<file path="src/hdl/segment_memory_manager_assert.svh">
// Assertion macros shared by the segment memory manager.
// Each macro names its label, the condition, the consequence and the message.
`ifndef SEGMENT_MEMORY_MANAGER_ASSERT_SVH
`define SEGMENT_MEMORY_MANAGER_ASSERT_SVH

// Same-cycle implication, checked out of reset.
`define SMM_ASSERT_NOW(lbl, ante, cons, msg) \
  lbl: assert property (@(posedge clk) disable iff (!rst_n) (ante) |-> (cons)) \
    else $error(msg);

// Next-cycle implication, checked out of reset.
`define SMM_ASSERT_NEXT(lbl, ante, cons, msg) \
  lbl: assert property (@(posedge clk) disable iff (!rst_n) (ante) |=> (cons)) \
    else $error(msg);

`endif

</file>
<file path="src/hdl/smm_pkg.sv">
package smm_pkg;

  // Default sizes
  localparam int DEF_MAX_SEGMENTS      = 64;
  localparam int DEF_MAX_SEGMENT_WORDS = 1024;

  // Field widths
  localparam int FUNC_W      = 2;
  localparam int WORD_W      = 32;
  localparam int STATUS_W    = 3;
  localparam int CFG_W       = 11;
  localparam int IN_TDATA_W  = 136;
  localparam int OUT_TDATA_W = 40;

  // Reset value of the segment zero length register before capping
  localparam int SEG0_LEN_RESET = 1024;

  // Operations
  localparam logic [FUNC_W-1:0] FUNC_LOAD  = 2'd0;
  localparam logic [FUNC_W-1:0] FUNC_STORE = 2'd1;
  localparam logic [FUNC_W-1:0] FUNC_MAP   = 2'd2;
  localparam logic [FUNC_W-1:0] FUNC_UNMAP = 2'd3;

  // Result status codes
  localparam logic [STATUS_W-1:0] ST_OK       = 3'd0;
  localparam logic [STATUS_W-1:0] ST_UNMAPPED = 3'd1;
  localparam logic [STATUS_W-1:0] ST_OFFSET   = 3'd2;
  localparam logic [STATUS_W-1:0] ST_NO_ID    = 3'd3;
  localparam logic [STATUS_W-1:0] ST_TOO_LONG = 3'd4;

  // Controller to datapath commands
  typedef struct packed {
    logic clear;
    logic accept;
    logic check;
    logic fill;
    logic resp;
  } smm_cmd_t;

  // Datapath to controller status
  typedef struct packed {
    logic clear_last;
    logic fill_start;
    logic fill_last;
    logic out_free;
  } smm_sts_t;

endpackage

</file>
<file path="src/hdl/smm_ctrl.sv">
module smm_ctrl (
  input  logic              clk,
  input  logic              rst_n,
  input  logic              in_tvalid,
  output logic              in_tready,
  input  smm_pkg::smm_sts_t sts,
  output smm_pkg::smm_cmd_t cmd
);
  import smm_pkg::*;

  typedef enum logic [4:0] {
    S_CLEAR = 5'b00001,
    S_IDLE  = 5'b00010,
    S_CHECK = 5'b00100,
    S_FILL  = 5'b01000,
    S_RESP  = 5'b10000
  } state_t;

  state_t state_r;
  state_t state_nxt;

  // Decode commands from the current state
  always_comb begin
    cmd        = '0;
    in_tready  = 1'b0;
    state_nxt  = state_r;
    case (state_r)
      S_CLEAR: begin
        cmd.clear = 1'b1;
        if (sts.clear_last) begin
          state_nxt = S_IDLE;
        end
      end
      S_IDLE: begin
        in_tready  = 1'b1;
        cmd.accept = in_tvalid;
        if (in_tvalid) begin
          state_nxt = S_CHECK;
        end
      end
      S_CHECK: begin
        cmd.check = 1'b1;
        state_nxt = sts.fill_start ? S_FILL : S_RESP;
      end
      S_FILL: begin
        cmd.fill = 1'b1;
        if (sts.fill_last) begin
          state_nxt = S_RESP;
        end
      end
      S_RESP: begin
        cmd.resp = 1'b1;
        if (sts.out_free) begin
          state_nxt = S_IDLE;
        end
      end
      default: begin
        state_nxt = S_CLEAR;
      end
    endcase
  end

  // Advance the state
  always_ff @(posedge clk) begin
    if (!rst_n) begin
      state_r <= S_CLEAR;
    end else begin
      state_r <= state_nxt;
    end
  end

endmodule

</file>
<file path="config.mk">
export PLATFORM = sky130hd
export DESIGN_NAME = smm_ctrl
export DESIGN_NICKNAME = d
export VERILOG_FILES = /design/src/hdl/segment_memory_manager_assert.svh /design/src/hdl/smm_pkg.sv /design/src/hdl/smm_ctrl.sv
export SDC_FILE = /design/constraint.sdc
export NUM_CORES = 1
export LEC_CHECK = 0
export BUFFER_PORTS_ARGS = -buffer_cell sky130_fd_sc_hd__buf_2
export CAP_MARGIN = 20
export CORE_AREA = 10 10 47 49
export CTS_BUF_LIST = sky130_fd_sc_hd__clkbuf_8
export CTS_CLUSTER_DIAMETER = 60
export DETAILED_ROUTE_END_ITERATION = 12
export DIE_AREA = 0 0 57 59
export PLACE_DENSITY = 0.46
export SKIP_CTS_REPAIR_TIMING = 1
export SYNTH_ARGS = -nofsm -noshare
export SYNTH_HDL_FRONTEND = slang
export SYNTH_SLANG_ARGS = --single-unit
</file>
<file path="constraint.sdc">
create_clock -name clk -period 1.65 [get_ports clk]
set_input_delay 0.4125 -clock clk [delete_from_list [all_inputs] [get_ports clk]]
set_output_delay 0.4125 -clock clk [all_outputs]
set_load 0.05 [all_outputs]
</file>
==> flow_metrics.env, run 1 <==
export IMPL_status="complete, but fails checks"
export IMPL_violations="negative setup slack"
export IMPL_synth_cell_types=26
export IMPL_synth_seq_area_share_pct=29.5
export IMPL_grt_total_usage_pct=6.62
export IMPL_grt_pass1_wl_um=1680
export IMPL_num_antenna_cells=0
export IMPL_grt_overflow_total=0
export IMPL_rows=14
export IMPL_post_route_drc_count=0
export IMPL_hold_violations=0
export IMPL_fin_crit_sh_pct=119
export IMPL_crit_path_end_kind="primary output"
export IMPL_fp_dieH_um=59
export IMPL_cts_sink_count=5
export IMPL_path_class="flop to primary output"
export IMPL_syn2layout_area_growth_pct=86.7
export IMPL_wl_per_cell_um=13.6
export IMPL_start_kind="flop"
export IMPL_synth_area_um2=339
export IMPL_finalCriticalPeriod_ps=1970
export IMPL_power_uw=692
export IMPL_drv_cap=0
export IMPL_finalSetupViolCount=7
export IMPL_tns_ps=-1280
export IMPL_slowest_delay_ps=400
export IMPL_core_area_um2=1400
export IMPL_largestRegisters="state_r x5"
export IMPL_p_per_area_nw_per_um2=1090
export IMPL_synth_seq_cells=5
export IMPL_vias_per_cell=4.81
export IMPL_antenna_found_initial=0
export IMPL_critPathArrivalTime_ps=1560
export IMPL_insertion_delay_ps=220
export IMPL_die_w_um=57
export IMPL_finalWorstSetupSlack_ps=-320
export IMPL_start_util_pct=24.2
export IMPL_n_fill_cell=152
export IMPL_io_buffers=12
export IMPL_worst_pin_slew_ps=358
export IMPL_clock_skew_ps=2.88
export IMPL_slew_headroom_pct=75.9
export IMPL_drive_gt1_share_pct=61.3
export IMPL_vdd_drop_max_uv=492
export IMPL_slowest_stage="or3b_4"
export IMPL_gp_congestion=0.676
export IMPL_fmax_mhz=508
export IMPL_largest_reg_flops=5
export IMPL_vias=375
export IMPL_clk_pin_slew_worst_paths_ps=40
export IMPL_largest_register="state_r"
export IMPL_fin_area_um2=633
export IMPL_min_path_type="primary input to flop"
export IMPL_numCtsBuffers=3
export IMPL_dp_slack_ps=-185
export IMPL_drt_pass1_iter_count=4
export IMPL_crit_chain="or3_4, or3b_4, clkinvlp_4, buf_8"
export IMPL_yosysWarnings=0
export IMPL_wl_um=1060
export IMPL_clock_tree_buffer_depth=2
export IMPL_synthTopCellsByArea="dfxtp_1 30%, a2bb2o_4 5.9%, nor4_1 5.5%"
export IMPL_path_max_fanout=2
export IMPL_grt_pass1_vias=377
export IMPL_rsz0062_at_grt="yes"
export IMPL_cts_htree_levels=1
export IMPL_cts_tree="yes"
export IMPL_nets=70
export IMPL_grt_max_degree=9
export IMPL_synth_top_area_share_pct=29.5
export IMPL_dp_final_hpwl_um=819
export IMPL_drtIter0Drc=3
export IMPL_synth_cells=38
export IMPL_place_area_um2=507
export IMPL_p_leak_nw=0.263
export IMPL_synth_largest_area_cell="dfxtp_1"
export IMPL_pin_count=13
export IMPL_cts_root_buf="clkbuf_8"
export IMPL_slew_violations=0
export IMPL_avgSynthCellArea_um2=8.92
export IMPL_die_area_um2=3360
export IMPL_antenna_left=0
export IMPL_synth_net_count=45
export IMPL_required_ps=1240
[layout by cell type (no fill, tap or decap), types with 2 or more instances in the layout]
cell	n
nand2_1	3
nor4_2	2
dfxtp_2	2
clkbuf_8	3
buf_4	8
buf_8	3
buf_6	3
nand4b_1	2
nor2_1	2
buf_2	6
dfxtp_1	3
[synth_stat cells]
cell	n
inv_1	1
dfxtp_1	5
nand2_1	3
mux2i_1	1
nor2b_1	1
o21ai_0	2
nor4_1	3
nand4b_1	2
and3_2	1
nor4b_1	1
clkbuf_1	1
and3_1	1
xnor2_1	1
o21ai_2	1
a21boi_0	1
a2bb2o_4	1
nand2b_1	2
nor3b_1	1
o211ai_1	1
buf_6	1
nand3b_1	1
or3_4	1
or3b_4	1
and2_1	1
nor2_1	2
or4_1	1
[per-layer routing]
metal	track usage (%)	part of all wire [%]	vias to the layer above
li1	-	-	188
met4	5.03	0	0
met1	6.79	46	177
met2	9.92	49	10
met5	0	0	-
met3	3.65	5.7	0
[cell families after synthesis]
kind of cell / share of synthesized area (%)
AO/OA/AOI/OAI: 15.9
buffers and inverters: 5.53
multiplexers: 2.95
AND/OR/NAND/NOR: 43.6
flip-flops: 29.5
XOR/XNOR: 2.58
[power breakdown]
part | internal [mW] | switching, mW
Sequential | 0.136 | 0.0182
Clock | 0.160 | 0.0648
Combinational | 0.170 | 0.143
Total | 0.466 | 0.225
[through the flow]
stage | hold WS (ps) | util [%] | cells
after floorplan | 501 | - | 38
after global placement | 654 | 36.2 | 72
after detailed placement | 669 | 36.2 | 72
after CTS | 435 | 39.4 | 76
after global routing | 456 | 45.2 | 78
final | 444 | 45.2 | 78
[critical path: cells and delay by family (launching register included)]
kind                   cells  cell delay [ps]
buffers and inverters      2              230
AND/OR/NAND/NOR            2              790
flip-flops                 1              310
[path summary, 6_finish.rpt]
path,endpoint,slack (ps),cells after the start,start
min reg2reg,state_r[1],620,2,state_r[1]
min,state_r[2],440,2,in_tvalid
max,cmd[4],-320,4,state_r[2]
max reg2reg,state_r[4],-200,6,state_r[2]
[cell type report]
| cell class | count | area, µm² | share of cell area (%) |
|---|---|---|---|
| sequential | 5 | 103 | 16.2 |
| tap | 16 | 20.0 | 3.16 |
| inverter | 1 | 7.51 | 1.19 |
| timing repair buffer | 22 | 196 | 31.0 |
| clock inverter | 1 | 3.75 | 0.593 |
| clock buffer | 3 | 41.3 | 6.52 |
| multi-input combinational | 30 | 262 | 41.3 |
(Power assumes the default switching activity.)
==> run 2, diff against run 1 <==
--- a/config.mk
+++ b/config.mk
@@ -8,7 +8,6 @@
 export BUFFER_PORTS_ARGS = -buffer_cell sky130_fd_sc_hd__buf_2
 export CAP_MARGIN = 20
 export CORE_AREA = 10 10 47 49
-export CTS_BUF_LIST = sky130_fd_sc_hd__clkbuf_8
 export CTS_CLUSTER_DIAMETER = 60
 export DETAILED_ROUTE_END_ITERATION = 12
 export DIE_AREA = 0 0 57 59
==> flow_metrics.env, run 2 (synthesis results as in run 1) <==
export IMPL_rsz0062_at_grt="yes"
export IMPL_cts_tree="yes"
export IMPL_rr_startpoint="state_r[2]"
export IMPL_wl_per_cell_um=13.6
export IMPL_dp_final_hpwl_um=819
export IMPL_p_leak_nw=0.255
export IMPL_cts_root_buf="clkbuf_4"
export IMPL_slew_headroom_pct=75.8
export IMPL_place_area_um2=507
export IMPL_path_max_fanout=2
export IMPL_finalSetupViolCount=6
export IMPL_slew_violations=0
export IMPL_largestRegisters="state_r x5"
export IMPL_required_ps=1240
export IMPL_fin_crit_sh_pct=121
export IMPL_die_w_um=57
export IMPL_finalWorstSetupSlack_ps=-351
export IMPL_min_delay_start="in_tvalid"
export IMPL_vias=386
export IMPL_largest_register="state_r"
export IMPL_clock_skew_ps=5.97
export IMPL_p_per_area_nw_per_um2=970
export IMPL_drive_gt1_share_pct=64.5
export IMPL_drv_cap=0
export IMPL_rows=14
export IMPL_path_class="flop to primary output"
export IMPL_vdd_drop_max_uv=511
export IMPL_grt_pass1_wl_um=1610
export IMPL_drt_pass1_iter_count=2
export IMPL_layout_common_cells="7 x buf_4, 6 x buf_2, 4 x clkbuf_4, 4 x buf_8"
export IMPL_clock_tree_buffer_depth=2
export IMPL_hold_violations=0
export IMPL_violations="negative setup slack"
export IMPL_nets=70
export IMPL_clk_pin_slew_worst_paths_ps=40
export IMPL_cts_htree_levels=1
export IMPL_crit_path_end_kind="primary output"
export IMPL_min_path_type="primary input to flop"
export IMPL_vias_per_cell=4.95
export IMPL_pin_count=13
export IMPL_status="complete, but fails checks"
export IMPL_fmax_mhz=500
export IMPL_fin_util_pct=46.3
export IMPL_numCtsBuffers=3
export IMPL_io_buffers=12
export IMPL_drtIter0Drc=1
export IMPL_largest_reg_flops=5
export IMPL_insertion_delay_ps=250
export IMPL_worst_pin_slew_ps=360
export IMPL_critPathLaunch="state_r[2]"
export IMPL_die_area_um2=3360
export IMPL_antenna_left=0
export IMPL_finalCriticalPeriod_ps=2000
export IMPL_power_uw=630
export IMPL_core_area_um2=1400
export IMPL_syn2layout_area_growth_pct=91.5
export IMPL_start_util_pct=24.2
export IMPL_grt_pass1_vias=380
export IMPL_gp_congestion=0.676
export IMPL_grt_total_usage_pct=6.23
export IMPL_antenna_found_initial=0
export IMPL_grt_overflow_total=0
export IMPL_grt_max_degree=9
export IMPL_wl_um=1060
export IMPL_critPathArrivalTime_ps=1590
export IMPL_post_route_drc_count=0
export IMPL_final_common_cell="buf_4"
export IMPL_fin_area_um2=649
export IMPL_cts_sink_count=5
export IMPL_num_antenna_cells=0
export IMPL_fp_dieH_um=59
export IMPL_start_kind="flop"
[run 2: final timing paths]
| path | to | slack [ps] | cells after the start |
|---|---|---|---|
| setup reg to reg | state_r[4] | -200 | 6 |
| setup / recovery | cmd[4] | -350 | 4 |
| hold reg to reg | state_r[1] | 640 | 2 |
| hold / removal | state_r[2] | 420 | 2 |
[run 2: metrics by stage]
step / setup slack [ps] / hold slack (ps) / std cells / setup TNS (ps)
final: -351 / 420 / 78 / -1390
after global routing: -387 / 435 / 78 / -1740
after CTS: -453 / 405 / 76 / -1720
after detailed placement: -185 / 669 / 72 / -446
after floorplan: -453 / 501 / 38 / -1850
after global placement: -167 / 654 / 72 / -443
[run 2: worst max-delay path, stage by stage (launching register included)]
cell	delay [ps]
dfxtp_2	310
or3_4	390
or3b_4	400
clkinvlp_4	100
buf_8	140
[run 2: power by group]
group,total (mW),switching (mW),internal [mW],leakage [nW]
logic,0.326,0.151,0.175,0.198
registers,0.157,0.0209,0.136,0.0416
clock network,0.147,0.0549,0.0917,0.0150
[run 2: area by class of cell]
type                            count  area [µm²]
Sequential cell                     5         103
Clock buffer                        4        26.3
Timing Repair Buffer               22         204
Tap cell                           16        20.0
Inverter                            1        7.51
Multi-Input combinational cell     30         289
Fill cell                         145         752
[run 2: layer usage]
metal | GRT usage, % | share of wire [%]
met5 | 0 | 0
met4 | 4.03 | 2.7
met3 | 3.00 | 6.5
met2 | 9.77 | 47
met1 | 6.55 | 44
==> run 3, diff against run 2 <==
--- a/config.mk
+++ b/config.mk
@@ -7,11 +7,13 @@
 export LEC_CHECK = 0
 export BUFFER_PORTS_ARGS = -buffer_cell sky130_fd_sc_hd__buf_2
 export CAP_MARGIN = 20
-export CORE_AREA = 10 10 47 49
+export CELL_PAD_IN_SITES_DETAIL_PLACEMENT = 1
+export CELL_PAD_IN_SITES_GLOBAL_PLACEMENT = 2
+export CORE_MARGIN = 10
+export CORE_UTILIZATION = 22
 export CTS_CLUSTER_DIAMETER = 60
 export DETAILED_ROUTE_END_ITERATION = 12
-export DIE_AREA = 0 0 57 59
-export PLACE_DENSITY = 0.46
+export PLACE_DENSITY = 0.65
 export SKIP_CTS_REPAIR_TIMING = 1
 export SYNTH_ARGS = -nofsm -noshare
 export SYNTH_HDL_FRONTEND = slang
==> flow_metrics.env, run 3 (synthesis results as in run 1) <==
export IMPL_status="complete, but fails checks"
export IMPL_violations="negative setup slack"
export IMPL_rr_startpoint="state_r[2]"
export IMPL_die_w_um=59.3
export IMPL_cts_tree="yes"
export IMPL_largest_reg_flops=5
export IMPL_rsz0062_at_grt="yes"
export IMPL_r2r_slack_ps=-220
export IMPL_netSwitchingPower_uw=233
export IMPL_finalWorstSetupSlack_ps=-352
export IMPL_antenna_found_initial=0
export IMPL_gp_congestion=0.692
export IMPL_dp_slack_ps=-190
export IMPL_vias=383
export IMPL_grt_pass1_wl_um=1800
export IMPL_core_area_um2=1490
export IMPL_power_uw=623
export IMPL_drt_pass1_iter_count=1
export IMPL_cts_root_buf="clkbuf_4"
export IMPL_die_area_um2=3510
export IMPL_p_sw_share_pct=37.4
export IMPL_antenna_left=0
export IMPL_largest_register="state_r"
export IMPL_slew_violations=0
export IMPL_pin_count=13
export IMPL_dp_final_hpwl_um=859
export IMPL_min_path_cells=2
export IMPL_wl_per_cell_um=14.6
export IMPL_largestRegisters="state_r x5"
export IMPL_clock_skew_ps=3.83
export IMPL_io_buffers=12
export IMPL_p_int_uw=390
export IMPL_path_max_fanout=2
export IMPL_tns_ps=-1180
export IMPL_required_ps=1240
export IMPL_r2r_end="state_r[4]"
export IMPL_fin_crit_sh_pct=121
export IMPL_min_path_type="primary input to flop"
export IMPL_path_class="flop to primary output"
export IMPL_dpl_cell_count=71
export IMPL_p_leak_nw=0.246
export IMPL_p_per_area_nw_per_um2=978
export IMPL_fin_area_um2=637
export IMPL_hold_violations=0
export IMPL_cts_htree_levels=1
export IMPL_drv_cap=0
export IMPL_fmax_mhz=499
export IMPL_start_util_pct=22.8
export IMPL_cts_sink_count=5
export IMPL_grt_pass1_vias=403
export IMPL_crit_path_end_kind="primary output"
export IMPL_insertion_delay_ps=250
export IMPL_worst_pin_slew_ps=279
export IMPL_finalCriticalPeriod_ps=2000
export IMPL_clock_tree_buffer_depth=2
export IMPL_min_delay_start="sts[3]"
export IMPL_nets=69
export IMPL_power_share_combinational_pct=50.8
export IMPL_slew_headroom_pct=81.3
export IMPL_syn2layout_area_growth_pct=87.8
export IMPL_multi_input_area_um2=295
export IMPL_whs_ps=421
export IMPL_final_cells=77
export IMPL_layout_common_cells="7 x buf_4, 6 x buf_2, 5 x buf_6, 4 x dfxtp_1"
export IMPL_critPathArrivalTime_ps=1590
export IMPL_final_seq_area_um2=104
export IMPL_drtIter0Drc=0
export IMPL_final_common_cell="buf_4"
export IMPL_post_route_drc_count=0
export IMPL_grt_total_usage_pct=6.41
export IMPL_n_fill_cell=171
export IMPL_grt_overflow_total=0
export IMPL_ff2ff_path_depth=6
export IMPL_crit_end="cmd[4]"
export IMPL_place_area_um2=487
export IMPL_rows=14
export IMPL_grt_max_degree=9
export IMPL_seq_power_share_pct=25.0
export IMPL_finalSetupViolCount=6
export IMPL_numCtsBuffers=3
export IMPL_wl_um=1120
export IMPL_clk_pin_slew_worst_paths_ps=40
export IMPL_drive_gt1_share_pct=65.6
export IMPL_power_frac_clock_pct=24.2
export IMPL_num_antenna_cells=0
export IMPL_critPathLaunch="state_r[2]"
export IMPL_start_kind="flop"
export IMPL_fp_dieH_um=59.3
export IMPL_fin_util_pct=42.8
export IMPL_vdd_drop_max_uv=394
export IMPL_vias_per_cell=4.97
-- run 3: critical path, stage by stage, from the launching register on --
cell,delay (ps)
dfxtp_1,300
or3_4,400
or3b_4,400
clkinvlp_4,90
buf_8,140
-- run 3: worst min-delay path by stage --
stage                             to
after floorplan           state_r[0]
after global routing      state_r[2]
after CTS                 state_r[0]
final                     state_r[0]
after detailed placement  state_r[0]
after global placement    state_r[0]
-- run 3: final cells by class --
type	instances	area share (%)
Clock buffer	4	4.13
Inverter	1	1.18
Multi-Input combinational cell	30	46.4
Sequential cell	5	16.3
Tap cell	16	3.14
Timing Repair Buffer	21	28.9
-- run 3: routing by layer --
layer / global-route usage [%] / share of wire (%)
met2: 9.66 / 46
met3: 3.00 / 9.2
met4: 1.97 / 0.89
met5: 0 / 0
met1: 7.80 / 44
-- run 3: power groups by stage --
stage	registers, mW	clock network, mW	logic [mW]
6_report	0.156	0.151	0.316
3_3_place_gp	0.149	0	0.231
4_1_cts	0.147	0.151	0.232
5_1_grt	0.159	0.161	0.339
3_5_place_dp	0.150	0	0.231
2_1_floorplan	0.148	0	0.154
